<file path="config.mk">
export PLATFORM = sky130hd
export DESIGN_NAME = cartridge_bank_mapper_scanline_irq
export DESIGN_NICKNAME = d
export VERILOG_FILES = /design/src/rtl/cbm_pkg.sv /design/src/rtl/cartridge_bank_mapper_scanline_irq.sv /design/src/rtl/cbm_regs.sv /design/src/rtl/cbm_lookup.sv
export SDC_FILE = /design/constraint.sdc
export NUM_CORES = 1
export LEC_CHECK = 0
export ABC_AREA = 1
export BUFFER_PORTS_ARGS = -buffer_cell sky130_fd_sc_hd__clkbuf_2
export CAP_MARGIN = 20
export CORE_MARGIN = 3
export CORE_UTILIZATION = 40
export CTS_CLUSTER_SIZE = 14
export DETAILED_ROUTE_END_ITERATION = 8
export HOLD_SLACK_MARGIN = 0.15
export PLACE_DENSITY = 0.57
export SLEW_MARGIN = 10
export SYNTH_ARGS = -nofsm -noshare
export SYNTH_HDL_FRONTEND = slang
export SYNTH_SLANG_ARGS = --single-unit
</file>
<file path="constraint.sdc">
create_clock -name clk -period 2.1 [get_ports clk]
set_input_delay 0.42 -clock clk [delete_from_list [all_inputs] [get_ports clk]]
set_output_delay 0.42 -clock clk [all_outputs]
set_load 0.05 [all_outputs]
</file>
<file path="src/rtl/cbm_pkg.sv">
// Shared types, codes and helpers for the cartridge bank mapper.
// Used by cbm_regs, cbm_lookup and cartridge_bank_mapper_scanline_irq.
`timescale 1ns / 1ps

package cbm_pkg;

  typedef enum logic [1:0] {
    OP_WRITE      = 2'd0,
    OP_TICK       = 2'd1,
    OP_CPU_LOOKUP = 2'd2,
    OP_PPU_LOOKUP = 2'd3
  } op_t;

  localparam int unsigned CFG_INDEX_W = 4;
  localparam int unsigned CFG_DATA_W  = 4;
  localparam logic [CFG_INDEX_W-1:0] CFG_PRG_PAGES = 4'd0;
  localparam logic [CFG_INDEX_W-1:0] CFG_CHR_PAGES = 4'd1;
  localparam logic [CFG_DATA_W-1:0]  PRG_PAGES_RESET = 4'd1;
  localparam logic [CFG_DATA_W-1:0]  CHR_PAGES_RESET = 4'd3;

  localparam int unsigned OFFSET_W = 21;
  localparam int unsigned PRG_PAGE_BITS = 13;
  localparam int unsigned CHR_PAGE_BITS = 10;

  // Decoded register addresses.
  localparam logic [15:0] ADDR_PRG_FIRST = 16'h8000;
  localparam logic [15:0] ADDR_PRG_LAST  = 16'h8002;
  localparam logic [15:0] ADDR_CHR_FIRST = 16'hA000;
  localparam logic [15:0] ADDR_CHR_LAST  = 16'hA007;
  localparam logic [15:0] ADDR_IRQ_FIRST = 16'hC001;
  localparam logic [15:0] ADDR_IRQ_LAST  = 16'hC003;
  localparam logic [15:0] ADDR_IRQ_EN    = 16'hE000;

  localparam logic [8:0] COUNTER_MAX = 9'd511;
  localparam logic [7:0] FIXED_BANK  = 8'hFF;

  typedef struct packed {
    logic [2:0][7:0] prg;
    logic [7:0][7:0] chr;
  } bank_state_t;

  // Page mask for a log2 page count; anything above 8 acts as 8.
  function automatic logic [7:0] page_mask(input logic [CFG_DATA_W-1:0] log2v);
    logic [3:0] n;
    logic [8:0] m;
    n = (log2v > 4'd8) ? 4'd8 : log2v;
    m = (9'd1 << n) - 9'd1;
    return m[7:0];
  endfunction

endpackage

</file>
<file path="src/rtl/cartridge_bank_mapper_scanline_irq.sv">
// Cartridge bank mapper with a scanline-matched interrupt.
// Each item passes through the input register and then the result register.
// Throughput: one item per cycle while results are taken; a held result stalls
// the input only when both registers are full.
// Reset (rst, synchronous): both stages empty, bank registers, interrupt state,
// line counter and page-count registers return to their power-up values.
`timescale 1ns / 1ps

module cartridge_bank_mapper_scanline_irq (
  input  logic                             clk,
  input  logic                             rst,
  input  logic                             in_valid,
  output logic                             in_ready,
  input  logic [1:0]                       op,
  input  logic [15:0]                      address,
  input  logic [7:0]                       value,
  input  logic                             vblank,
  output logic                             out_valid,
  input  logic                             out_ready,
  output logic                             irq_fire,
  output logic [20:0]                      rom_offset,
  output logic                             offset_valid,
  input  logic                             cfg_valid,
  output logic                             cfg_ready,
  input  logic [cbm_pkg::CFG_INDEX_W-1:0]  cfg_index,
  input  logic [cbm_pkg::CFG_DATA_W-1:0]   cfg_data
);

  logic                           s1_valid;
  cbm_pkg::op_t                   s1_op;
  logic [15:0]                    s1_address;
  logic [7:0]                     s1_value;
  logic                           s1_vblank;
  logic                           advance;
  logic [cbm_pkg::CFG_DATA_W-1:0] prg_pages_log2;
  logic [cbm_pkg::CFG_DATA_W-1:0] chr_pages_log2;
  cbm_pkg::bank_state_t           banks;
  logic                           fire;
  logic [cbm_pkg::OFFSET_W-1:0]   offset;
  logic                           offset_ok;

  assign advance   = s1_valid && (!out_valid || out_ready);
  assign in_ready  = !s1_valid || advance;
  assign cfg_ready = 1'b1;

  always_ff @(posedge clk) begin
    if (rst) begin
      prg_pages_log2 <= cbm_pkg::PRG_PAGES_RESET;
      chr_pages_log2 <= cbm_pkg::CHR_PAGES_RESET;
    end else if (cfg_valid) begin
      if (cfg_index == cbm_pkg::CFG_PRG_PAGES) begin
        prg_pages_log2 <= cfg_data;
      end
      if (cfg_index == cbm_pkg::CFG_CHR_PAGES) begin
        chr_pages_log2 <= cfg_data;
      end
    end
  end

  // Input register.
  always_ff @(posedge clk) begin
    if (rst) begin
      s1_valid <= 1'b0;
    end else if (in_ready) begin
      s1_valid <= in_valid;
    end
  end

  always_ff @(posedge clk) begin
    if (in_valid && in_ready) begin
      s1_op      <= cbm_pkg::op_t'(op);
      s1_address <= address;
      s1_value   <= value;
      s1_vblank  <= vblank;
    end
  end

  cbm_regs u_regs (
    .clk     (clk),
    .rst     (rst),
    .step    (advance),
    .op      (s1_op),
    .address (s1_address),
    .value   (s1_value),
    .vblank  (s1_vblank),
    .banks   (banks),
    .fire    (fire)
  );

  cbm_lookup u_lookup (
    .op             (s1_op),
    .address        (s1_address),
    .banks          (banks),
    .prg_pages_log2 (prg_pages_log2),
    .chr_pages_log2 (chr_pages_log2),
    .offset         (offset),
    .offset_ok      (offset_ok)
  );

  // Result register.
  always_ff @(posedge clk) begin
    if (rst) begin
      out_valid <= 1'b0;
    end else if (advance) begin
      out_valid <= 1'b1;
    end else if (out_ready) begin
      out_valid <= 1'b0;
    end
  end

  always_ff @(posedge clk) begin
    if (advance) begin
      irq_fire     <= fire;
      rom_offset   <= offset;
      offset_valid <= offset_ok;
    end
  end

  a_fire_not_lookup: assert property (@(posedge clk) disable iff (rst)
    out_valid && irq_fire |-> !offset_valid)
    else $error("interrupt pulse on a lookup result");

  a_offset_zero: assert property (@(posedge clk) disable iff (rst)
    out_valid && !offset_valid |-> rom_offset == '0)
    else $error("nonzero offset on a non-lookup result");

  a_stall_cause: assert property (@(posedge clk) disable iff (rst)
    !in_ready |-> s1_valid && out_valid && !out_ready)
    else $error("input stalled without a full pipeline");

  a_advance_fills: assert property (@(posedge clk) disable iff (rst)
    advance |=> out_valid)
    else $error("item left the input register but no result appeared");

endmodule

</file>
<file path="src/rtl/cbm_regs.sv">
// Bank registers, interrupt enables and the scanline counter.
// Depends on cbm_pkg.
`timescale 1ns / 1ps

module cbm_regs (
  input  logic                clk,
  input  logic                rst,
  input  logic                step,
  input  cbm_pkg::op_t        op,
  input  logic [15:0]         address,
  input  logic [7:0]          value,
  input  logic                vblank,
  output cbm_pkg::bank_state_t banks,
  output logic                fire
);

  logic [7:0] irq_target_line;
  logic       irq_armed;
  logic       irq_allowed;
  logic [8:0] line_counter;

  logic is_write, is_tick, hit_prg, hit_chr, hit_irq, hit_en;

  assign is_write = (op == cbm_pkg::OP_WRITE);
  assign is_tick  = (op == cbm_pkg::OP_TICK);
  assign hit_prg  = (address >= cbm_pkg::ADDR_PRG_FIRST) && (address <= cbm_pkg::ADDR_PRG_LAST);
  assign hit_chr  = (address >= cbm_pkg::ADDR_CHR_FIRST) && (address <= cbm_pkg::ADDR_CHR_LAST);
  assign hit_irq  = (address >= cbm_pkg::ADDR_IRQ_FIRST) && (address <= cbm_pkg::ADDR_IRQ_LAST);
  assign hit_en   = (address == cbm_pkg::ADDR_IRQ_EN);

  // A vblank tick never fires.
  assign fire = is_tick && !vblank && irq_armed && irq_allowed
                && (line_counter == {1'b0, irq_target_line});

  always_ff @(posedge clk) begin
    if (rst) begin
      banks.prg[0]    <= 8'd0;
      banks.prg[1]    <= 8'd1;
      banks.prg[2]    <= 8'd254;
      for (int i = 0; i < 8; i++) begin
        banks.chr[i] <= 8'(i);
      end
      irq_target_line <= 8'd0;
      irq_armed       <= 1'b0;
      irq_allowed     <= 1'b1;
      line_counter    <= 9'd0;
    end else if (step) begin
      if (is_write) begin
        if (hit_prg) begin
          banks.prg[address[1:0]] <= value;
        end
        if (hit_chr) begin
          banks.chr[address[2:0]] <= value;
        end
        if (hit_irq) begin
          irq_target_line <= value;
          irq_armed       <= (value != 8'd0);
        end
        if (hit_en) begin
          irq_allowed <= value[0];
        end
      end
      if (is_tick) begin
        if (vblank) begin
          line_counter <= 9'd0;
        end else begin
          if (fire) begin
            irq_armed <= 1'b0;
          end
          if (line_counter != cbm_pkg::COUNTER_MAX) begin
            line_counter <= line_counter + 9'd1;
          end
        end
      end
    end
  end

endmodule

</file>
<file path="src/rtl/cbm_lookup.sv">
// CPU and PPU address to ROM offset translation.
// Depends on cbm_pkg.
`timescale 1ns / 1ps

module cbm_lookup (
  input  cbm_pkg::op_t                     op,
  input  logic [15:0]                      address,
  input  cbm_pkg::bank_state_t             banks,
  input  logic [cbm_pkg::CFG_DATA_W-1:0]   prg_pages_log2,
  input  logic [cbm_pkg::CFG_DATA_W-1:0]   chr_pages_log2,
  output logic [cbm_pkg::OFFSET_W-1:0]     offset,
  output logic                             offset_ok
);

  logic [7:0] prg_bank, chr_bank, prg_m, chr_m;

  assign prg_m = cbm_pkg::page_mask(prg_pages_log2);
  assign chr_m = cbm_pkg::page_mask(chr_pages_log2);

  // The top program window is fixed to the last page.
  assign prg_bank = (address[14:13] == 2'd3) ? cbm_pkg::FIXED_BANK
                                             : banks.prg[address[14:13]];
  assign chr_bank = banks.chr[address[12:10]];

  always_comb begin
    offset    = '0;
    offset_ok = 1'b0;
    unique case (op)
      cbm_pkg::OP_CPU_LOOKUP: begin
        if (address[15]) begin
          offset    = {prg_bank & prg_m, address[12:0]};
          offset_ok = 1'b1;
        end
      end
      cbm_pkg::OP_PPU_LOOKUP: begin
        offset    = {3'd0, chr_bank & chr_m, address[9:0]};
        offset_ok = 1'b1;
      end
      default: begin
        offset    = '0;
        offset_ok = 1'b0;
      end
    endcase
  end

endmodule
</file>
==> reports/summary.txt, run 1 <==
==============================================================================
Total clock buffers created by CTS                                          17
Worst-case setup slack after placement                                0.103 ns
Critical path endpoint category                                      flip-flop
VDD IR-drop max                                                     0.000564 V
Diode count                                                                  0
Worst reg-to-reg path cell count                                             8
Worst Setup SP                                                    s1_address[10]$_DFFE_PP_
Chip width                                                              146 um
Cell with the most instances after synthesis                      sky130_fd_sc_hd__nand2_1
Die boundary height                                                     146 um
Final-report hold violation count                                            0
Cell taking the most area after synthesis                         sky130_fd_sc_hd__dfxtp_1
Core area                                                         18,900 sq um
Ratio of routed vias to standard cells                                    4.87
Synthesized area per cell                                           7.41 sq um
Initial antenna violation count                                              0
Final WS setup                                                        0.180 ns
Register-to-register setup slack                                       0.18 ns
Most used standard cells in the synthesized netlist               sky130_fd_sc_hd__nand2_1 (235), sky130_fd_sc_hd__nor2_1 (224), sky130_fd_sc_hd__inv_1 (125), sky130_fd_sc_hd__dfxtp_1 (117), sky130_fd_sc_hd__nand3_1 (67)
Final setup vio count                                                        0
Worst Hold Slack                                                      0.171 ns
Detailed-route wire length per cell                                    14.9 um
Synth warn                                                                   0
Post-Syn Nets                                                            1,095
Result of the run                                                    completed
Total wire length                                                    21,300 um
Max-slew violation total from the final report                               0
Starting DRC count in detailed routing                                     569
Number of nets still failing antenna checks after routing                    0
Biggest fanout along the worst timing path                                  10
Root Buffer                                                       sky130_fd_sc_hd__clkbuf_16
Fraction of final layout cells sized beyond drive strength 1             14.4%
Power Dens Cells                                                   790 nW/um^2
Count of buffers inserted at the top-level ports                            64
Number of enable-type register cells in the synthesized netlist             50
Category of the most critical setup path                            reg -> reg
Final total power                                                    0.00745 W
Async SR Flop Fraction                                                      0%
All-Layer GR Usage                                                       19.9%
CTS clock-pin slew for the worst setup and hold paths                  0.06 ns
Number of register bits inferred by synthesis                              167
Mapped cell area                                                    7790 sq um
Path type of the worst min-delay path                                in -> reg
Register area share after synthesis                                      49.3%
Arrival time reported for the critical path endpoint                   2.23 ns
Post-layout minimum cycle time                                         1.92 ns
H-tree levels                                                                4
Maximum number of pins on one net before global-route repair                59
Total I/O pin count                                                         66
Leakage power of the design                                            4.44 nW
Area overhead of the layout relative to synthesis                        21.1%
Placer's final routability congestion estimate                           0.886
Top FF cell, synth                                                sky130_fd_sc_hd__dfxtp_1
Worst-skew pair later-pin latency                                      0.43 ns
Synthesized instance count                                               1,051
Nets                                                                     1,194
Std-Cell Rows                                                               50
Count of cell types in the netlist                                          37
CP Data Required Time                                                  2.41 ns
Effective utilization at floorplan                                       41.2%
Detailed-route DRC error count                                               0
First-pass GRT wire length                                           34,000 um
Die ar.                                                           21,200 sq um
Critical Path Start Type                                             flip-flop
Biggest area contributors in the synthesized netlist              sky130_fd_sc_hd__dfxtp_1 (30%), sky130_fd_sc_hd__edfxtp_1 (19%), sky130_fd_sc_hd__nand2_1 (11%), sky130_fd_sc_hd__nor2_1 (11%), sky130_fd_sc_hd__inv_1 (6.0%)
Proportion of netlist area held by the largest area contributor          30.1%
Via count of the first global-routing pass                               6,365
Max Buffers Root-to-Sink                                                     2
Clk sink count                                                             167
Clock tree from TritonCTS                                                  yes
Critical Path End                                                 u_regs.banks[10]$_SDFFE_PP0P_
Critical register-to-register path endpoint                       u_regs.banks[10]$_SDFFE_PP0P_
Residual overflow from global routing                                        0
Via count                                                                6,933
Max_cap viols                                                                0
1st-pass router iterations                                                   8
Maximum frequency from static timing analysis                          521 MHz
Final Cycle Share                                                        91.4%
HPWL Detailed                                                        14,600 um
Origin of the critical flop-to-flop path                          s1_address[10]$_DFFE_PP_
Worst Skew                                                           0.0120 ns
==============================================================================
cell usage in the layout (no fill, tap or decap), drive strengths merged, types with 2 or more instances in the layout:
cell type    instances
clkinv               5
nand3b               2
bufinv               5
xnor2                3
o221ai              10
nor3b                2
a211oi               2
a21oi               33
inv                131
edfxtp              50
a31oi                2
xor2                 5
nand2              237
nand3               69
ha                   4
dlygate4sd3          8
nor2               232
o21ai               64
clkbuf              84
o211ai              11
nor4                 3
nor3                 7
dfxtp              117
buf                 48
nand4               24
registers in the layout, summed over array words and instances, names as in the netlist, 2 cells and up:
name and flops:
s1_op 2, prg_pages_log2 4, s1_address 16, u_regs.line_counter 9
u_regs.irq_target_line 8, chr_pages_log2 4, rom_offset 21, s1_value 8
u_regs.banks 88
timing repair:
action,4_1_cts,5_1_grt
endpoints found under the setup margin,0,47
hold buffers,0,8
buffers inserted,0,1
gates resized for setup,0,10
endpoints found under the hold margin,0,8
per-stage QoR:
| step | TNS, ns | cell area (sq um) | instances | utilization [%] |
|---|---|---|---|---|
| after global routing | -0.000475 | 9430 | 1423 | 49.9 |
| after detailed placement | 0 | 8630 | 1380 | 45.7 |
| after CTS | 0 | 9270 | 1412 | 49.1 |
| final | 0 | 9430 | 1423 | 49.9 |
| after floorplan | -2.48 | 7790 | 1051 | - |
| after global placement | 0 | 8630 | 1380 | 45.7 |
final cells by class:
class	count	area, sq um
fill	1908	9460
timing repair buffer	120	798
clock inverter	12	200
inverter	130	488
sequential	167	3840
clock buffer	20	447
multi-input combinational	714	3330
tap	260	325
logic make-up after synthesis:
| family | synth area share [%] |
|---|---|
| and+or+nand+nor | 31.4 |
| xor gates and xnor gates | 0.900 |
| AOI/OAI and AO/OA | 8.82 |
| DFF | 49.3 |
| adders and majority gates | 0.643 |
| other | 0.0481 |
| buffers and inverters | 8.87 |
where the power goes:
group | switching, W | total (W) | internal [W] | leakage [nW]
Clock | 0.00128 | 0.00342 | 0.00214 | 0.310
Combinational | 0.000424 | 0.000597 | 0.000173 | 2.70
Sequential | 0.0000443 | 0.00343 | 0.00339 | 1.43
worst max-delay path: stages (launching register included):
cell and delay [ns]:
sky130_fd_sc_hd__edfxtp_1 0.44, sky130_fd_sc_hd__inv_2 0.12, sky130_fd_sc_hd__nand2_1 0.11, sky130_fd_sc_hd__nor2_1 0.16, sky130_fd_sc_hd__nand2_1 0.13, sky130_fd_sc_hd__nand2_2 0.26, sky130_fd_sc_hd__nand4_2 0.33, sky130_fd_sc_hd__nor2_1 0.19
sky130_fd_sc_hd__nor2_1 0.06
layer usage:
metal | track usage (%) | part of all wire [%] | vias to the layer above
met5 | 0 | 0 | -
met4 | 4.13 | 0.80 | 0
met3 | 4.27 | 5.4 | 15
met2 | 30.9 | 46 | 190
met1 | 28.9 | 48 | 3171
li1 | - | - | 3557
worst min path at each step:
| stage | from | endpoint | slack, ns | cells after the start |
|---|---|---|---|---|
| detailed placement | u_regs.banks[72]$_SDFFE_PP1P_ | u_regs.banks[72]$_SDFFE_PP1P_ | 0.44 | 2 |
| finish | address[2] | s1_address[2]$_DFFE_PP_ | 0.17 | 1 |
| global placement | u_regs.banks[72]$_SDFFE_PP1P_ | u_regs.banks[72]$_SDFFE_PP1P_ | 0.43 | 2 |
| CTS | vblank | s1_vblank$_DFFE_PP_ | 0.15 | 1 |
| global route | address[1] | s1_address[1]$_DFFE_PP_ | 0.15 | 1 |
| floorplan | u_regs.banks[72]$_SDFFE_PP1P_ | u_regs.banks[72]$_SDFFE_PP1P_ | 0.42 | 2 |
Note: power is estimated with default switching activity, not from simulation.
==> run 2: changes to the inputs <==
- SYNTH_HIERARCHICAL: default -> 1
==> reports/summary.txt, run 2 <==
==========================================================================================
Worst-skew pair later-pin latency                                                  0.43 ns   about the same
Biggest area contributors in the synthesized netlist                          sky130_fd_sc_hd__dfxtp_1 (29%), sky130_fd_sc_hd__edfxtp_1 (18%), sky130_fd_sc_hd__nand2_1 (15%), sky130_fd_sc_hd__nor2_1 (9.2%), sky130_fd_sc_hd__inv_1 (6.8%)   was sky130_fd_sc_hd__dfxtp_1 (30%), sky130_fd_sc_hd__edfxtp_1 (19%), sky130_fd_sc_hd__nand2_1 (11%), sky130_fd_sc_hd__nor2_1 (11%), sky130_fd_sc_hd__inv_1 (6.0%)
Worst Skew                                                                       0.0137 ns   was 0.0120 ns
Max Buffers Root-to-Sink                                                                 2   unchanged
Top FF cell, synth                                                            sky130_fd_sc_hd__dfxtp_1   unchanged
Post-synthesis xor/xnor area fraction                                               0.535%   was 0.900%
Summed area of non-filler cells in the final layout                             9410 sq um   was 9430 sq um
Most used standard cells in the synthesized netlist                           sky130_fd_sc_hd__nand2_1 (336), sky130_fd_sc_hd__nor2_1 (201), sky130_fd_sc_hd__inv_1 (149), sky130_fd_sc_hd__dfxtp_1 (117), sky130_fd_sc_hd__nand3_1 (72)   was sky130_fd_sc_hd__nand2_1 (235), sky130_fd_sc_hd__nor2_1 (224), sky130_fd_sc_hd__inv_1 (125), sky130_fd_sc_hd__dfxtp_1 (117), sky130_fd_sc_hd__nand3_1 (67)
H-tree levels                                                                            4   unchanged
Leakage power of the design                                                        4.51 nW   was 4.44 nW
Power Dens Cells                                                               759 nW/um^2   was 790 nW/um^2
Placer's final routability congestion estimate                                       0.820   was 0.886
Slowest cell on crit path                                                     sky130_fd_sc_hd__dfxtp_2   was sky130_fd_sc_hd__edfxtp_1
Cell taking the most area after synthesis                                     sky130_fd_sc_hd__dfxtp_1   unchanged
HPWL Detailed                                                                    13,800 um   was 14,600 um
Transition time of the tightest slew-check pin                                    0.664 ns
Critical path endpoint category                                                  flip-flop   unchanged
Final Cycle Share                                                                    90.8%   was 91.4%
Critical register-to-register path endpoint                                   u_regs/line_counter[5]$_SDFFE_PP0P_   was u_regs.banks[10]$_SDFFE_PP0P_
Critical Path Start Type                                                         flip-flop   unchanged
Count of cell types in the netlist                                                      42   was 37
Mapped cell area                                                                8190 sq um   was 7790 sq um
Number of enable-type register cells in the synthesized netlist                         50   unchanged
Comb power frac                                                                       7.5%   was 8.0%
Setup_tns                                                                             0 ns   unchanged
Maximum frequency from static timing analysis                                      524 MHz   was 521 MHz
Register area share after synthesis                                                  47.0%   was 49.3%
Result of the run                                                                completed   unchanged
Ratio of routed vias to standard cells                                                4.68   was 4.87
Total I/O pin count                                                                     66   unchanged
Die ar.                                                                       22,200 sq um   was 21,200 sq um
Diode count                                                                              0   unchanged
Path type of the worst min-delay path                                            in -> reg   unchanged
Root Buffer                                                                   sky130_fd_sc_hd__clkbuf_16   unchanged
Worst-path cell chain                                                         ha_1 -> nand2_1 -> inv_1 -> nand3_1 -> nor2_1 -> ha_1 -> nand2_1 -> nand3_2 -> buf_4 -> o21ai_1 -> buf_4 -> nor3b_1   was inv_2 -> nand2_1 -> nor2_1 -> nand2_1 -> nand2_2 -> nand4_2 -> nor2_1 -> nor2_1
Design internal power                                                            0.00540 W   was 0.00571 W
Total clock buffers created by CTS                                                      17   unchanged
Die boundary height                                                                 149 um   was 146 um
Detailed-route wire length per cell                                                13.6 um   was 14.9 um
Synthesized area per cell                                                       7.31 sq um   was 7.41 sq um
Nets                                                                                 1,231   was 1,194
Chip width                                                                          149 um   was 146 um
Initial antenna violation count                                                          0   unchanged
Clock tree from TritonCTS                                                              yes   unchanged
Hold-critical path endpoint                                                   s1_op[0]$_DFFE_PP_   was s1_address[2]$_DFFE_PP_
Via count of the first global-routing pass                                           6,303   was 6,365
Final setup vio count                                                                    0   unchanged
Proportion of power drawn by the clock network                                       44.1%   was 45.9%
Multiplexer area fraction after synthesis                                               0%   unchanged
Core area                                                                     19,800 sq um   was 18,900 sq um
Residual overflow from global routing                                                    0   unchanged
Biggest fanout along the worst timing path                                               6   was 10
Category of the most critical setup path                                        reg -> reg   unchanged
Critical Path Max Stage Delay                                                      0.37 ns   was 0.44 ns
Cell with the most instances after synthesis                                  sky130_fd_sc_hd__nand2_1   unchanged
Max_cap viols                                                                            0   unchanged
Synthesized-area fraction occupied by and/or/nand/nor cells                          34.7%   was 31.4%
Flip-flop count of the largest register after layout                                    88   unchanged
Most common cell after layout, fill and taps aside                            sky130_fd_sc_hd__nand2_1   unchanged
CTS clock-pin slew for the worst setup and hold paths                              0.06 ns   about the same
Arrival time reported for the critical path endpoint                               2.25 ns   was 2.23 ns
Unrepaired setup endpoints after global routing                                      false
Number of fill cells in the layout                                                   2,026   was 1,908
Synthesized instance count                                                           1,119   was 1,051
Switching Fraction                                                                   24.3%   was 23.4%
VDD IR-drop max                                                                 0.000550 V   was 0.000564 V
Depth of the worst hold-timing path                                                      1   unchanged
Register-to-register setup slack                                                   0.19 ns   was 0.18 ns
Final-report hold violation count                                                        0   unchanged
Power spent charging and discharging nets                                        0.00173 W   was 0.00174 W
Starting DRC count in detailed routing                                                 516   was 569
Origin of the critical flop-to-flop path                                      u_regs/line_counter[1]$_SDFFE_PP0P_   was s1_address[10]$_DFFE_PP_
Share of synthesized cell area in full adder, half adder and majority cells         0.611%   was 0.643%
Via count                                                                            6,852   was 6,933
Headroom to the max-slew limit                                                       55.7%
Number of register bits inferred by synthesis                                          167   unchanged
First-pass GRT wire length                                                       32,400 um   was 34,000 um
Number of nets still failing antenna checks after routing                                0   unchanged
Worst Setup SP                                                                u_regs/line_counter[1]$_SDFFE_PP0P_   was s1_address[10]$_DFFE_PP_
Sequential Power Share                                                               48.3%   was 46.1%
Area overhead of the layout relative to synthesis                                    14.9%   was 21.1%
Total wire length                                                                20,000 um   was 21,300 um
Fraction of final layout cells sized beyond drive strength 1                         14.0%   was 14.4%
Post-layout minimum cycle time                                                     1.91 ns   was 1.92 ns
Std-Cell Rows                                                                           51   was 50
Placement Cell Area                                                             8790 sq um   was 8630 sq um
Detailed-route DRC error count                                                           0   unchanged
Maximum number of pins on one net before global-route repair                            35   was 59
Post-Syn Nets                                                                        1,163   was 1,095
Max-slew violation total from the final report                                           0   unchanged
Largest family of logic cells by synthesized area                             simple AND/OR/NAND/NOR gates   unchanged
Effective utilization at floorplan                                                   41.4%   was 41.2%
1st-pass router iterations                                                               5   was 8
Clk sink count                                                                         167   unchanged
Synthesized-area fraction occupied by ao, oa, aoi and oai cells                      5.23%   was 8.82%
Hold path start                                                                      op[0]   was address[2]
Count of buffers inserted at the top-level ports                                        64   unchanged
Post-CTS Setup Inserts                                                                   0   unchanged
All-Layer GR Usage                                                                   18.5%   was 19.9%
Async SR Flop Fraction                                                                  0%   unchanged
Worst reg-to-reg path cell count                                                        12   was 8
Final total power                                                                0.00714 W   was 0.00745 W
CP Data Required Time                                                              2.45 ns   was 2.41 ns
Most frequent cells in the layout                                             sky130_fd_sc_hd__nand2_1 (335), sky130_fd_sc_hd__nor2_1 (200), sky130_fd_sc_hd__inv_1 (148)   was sky130_fd_sc_hd__nand2_1 (234), sky130_fd_sc_hd__nor2_1 (223), sky130_fd_sc_hd__inv_1 (125)
Proportion of netlist area held by the largest area contributor                      28.6%   was 30.1%
Synth warn                                                                               6   was 0
==========================================================================================
==> run 2: changes by cell type after synthesis, sizes merged, moves of 2 or more <==
cell    change
buf        +22
clkbuf     -17
inv        +27
nand2     +105
nand3      +16
nand3b      -2
nand4       -5
nor2       -21
nor4        -3
o21ai      -41
o221ai     -10
xnor2       -2
==> run 2: power by group through the flow <==
stage                     clock network, W  logic [W]  registers (W)
after floorplan                          0   0.000300        0.00356
after global placement                   0   0.000535        0.00352
after global routing               0.00335   0.000591        0.00346
after detailed placement                 0   0.000535        0.00352
final                              0.00315   0.000537        0.00345
after CTS                          0.00322   0.000537        0.00345
==> run 2: how the worst max path moves through the flow <==
stage                                          end  cells past startpoint  slack [ns]
2_1_floorplan        u_regs/banks[40]$_SDFFE_PP1P_                     11       -0.14
3_3_place_gp   u_regs/line_counter[7]$_SDFFE_PP0P_                     10       -0.06
3_5_place_dp   u_regs/line_counter[7]$_SDFFE_PP0P_                     10       -0.06
4_1_cts        u_regs/line_counter[7]$_SDFFE_PP0P_                     13        0.06
5_1_grt        u_regs/line_counter[6]$_SDFFE_PP0P_                     12       0.008
6_report       u_regs/line_counter[5]$_SDFFE_PP0P_                     12        0.19
==> run 2: metal layers <==
layer,GRT usage [%],part of all wire [%],vias to the layer above
met3,4.07,5.6,16
met1,26.5,49,3058
li1,-,-,3603
met5,0,0,-
met2,28.5,44,175
met4,4.53,1.3,0
==> run 2: what timing repair did <==
action,4_1_cts,5_1_grt
hold endpoints to repair,0,2
setup endpoints to repair,0,6
hold buffers,0,2
gates resized for setup,0,3
==> run 2: per-stage QoR <==
stage,instances,hold slack [ns],worst slack [ns],utilization (%)
floorplan,1119,0.429,-0.144,-
global placement,1431,0.442,-0.0621,44.4
detailed placement,1431,0.445,-0.0580,44.4
CTS,1463,0.152,0.0648,47.4
global route,1465,0.153,0.00821,47.6
finish,1465,0.167,0.192,47.6
==> run 2: kinds of logic (layout without fill, tap and decap cells) <==
| group | count (synthesis) | in the layout |
|---|---|---|
| simple gates | 663 | 663 |
| buf+inv | 205 | 286 |
| flops | 167 | 167 |
| compound gates | 74 | 74 |
| xor+xnor | 5 | 5 |
| fa+ha+maj | 4 | 4 |
| other cells | 1 | 1 |
==> run 2: final cells by class <==
cell class	instances	area [sq um]	area share, %
clock buffers	20	437	4.64
clock inverters	12	151	1.61
multi-input cells	747	3400	36.2
well taps	265	332	3.52
repair buffers	96	616	6.54
inverters	158	623	6.62
flip-flops and latches	167	3850	40.9
==> run 2: critical path: cells and delay by family (launching register included) <==
family	cells	cell delay [ns]
AND/OR/NAND/NOR	6	0.69
buffers and inverters	3	0.38
AO/OA/AOI/OAI	1	0.05
adder cells (fa/ha/maj)	2	0.34
flip-flops	1	0.37
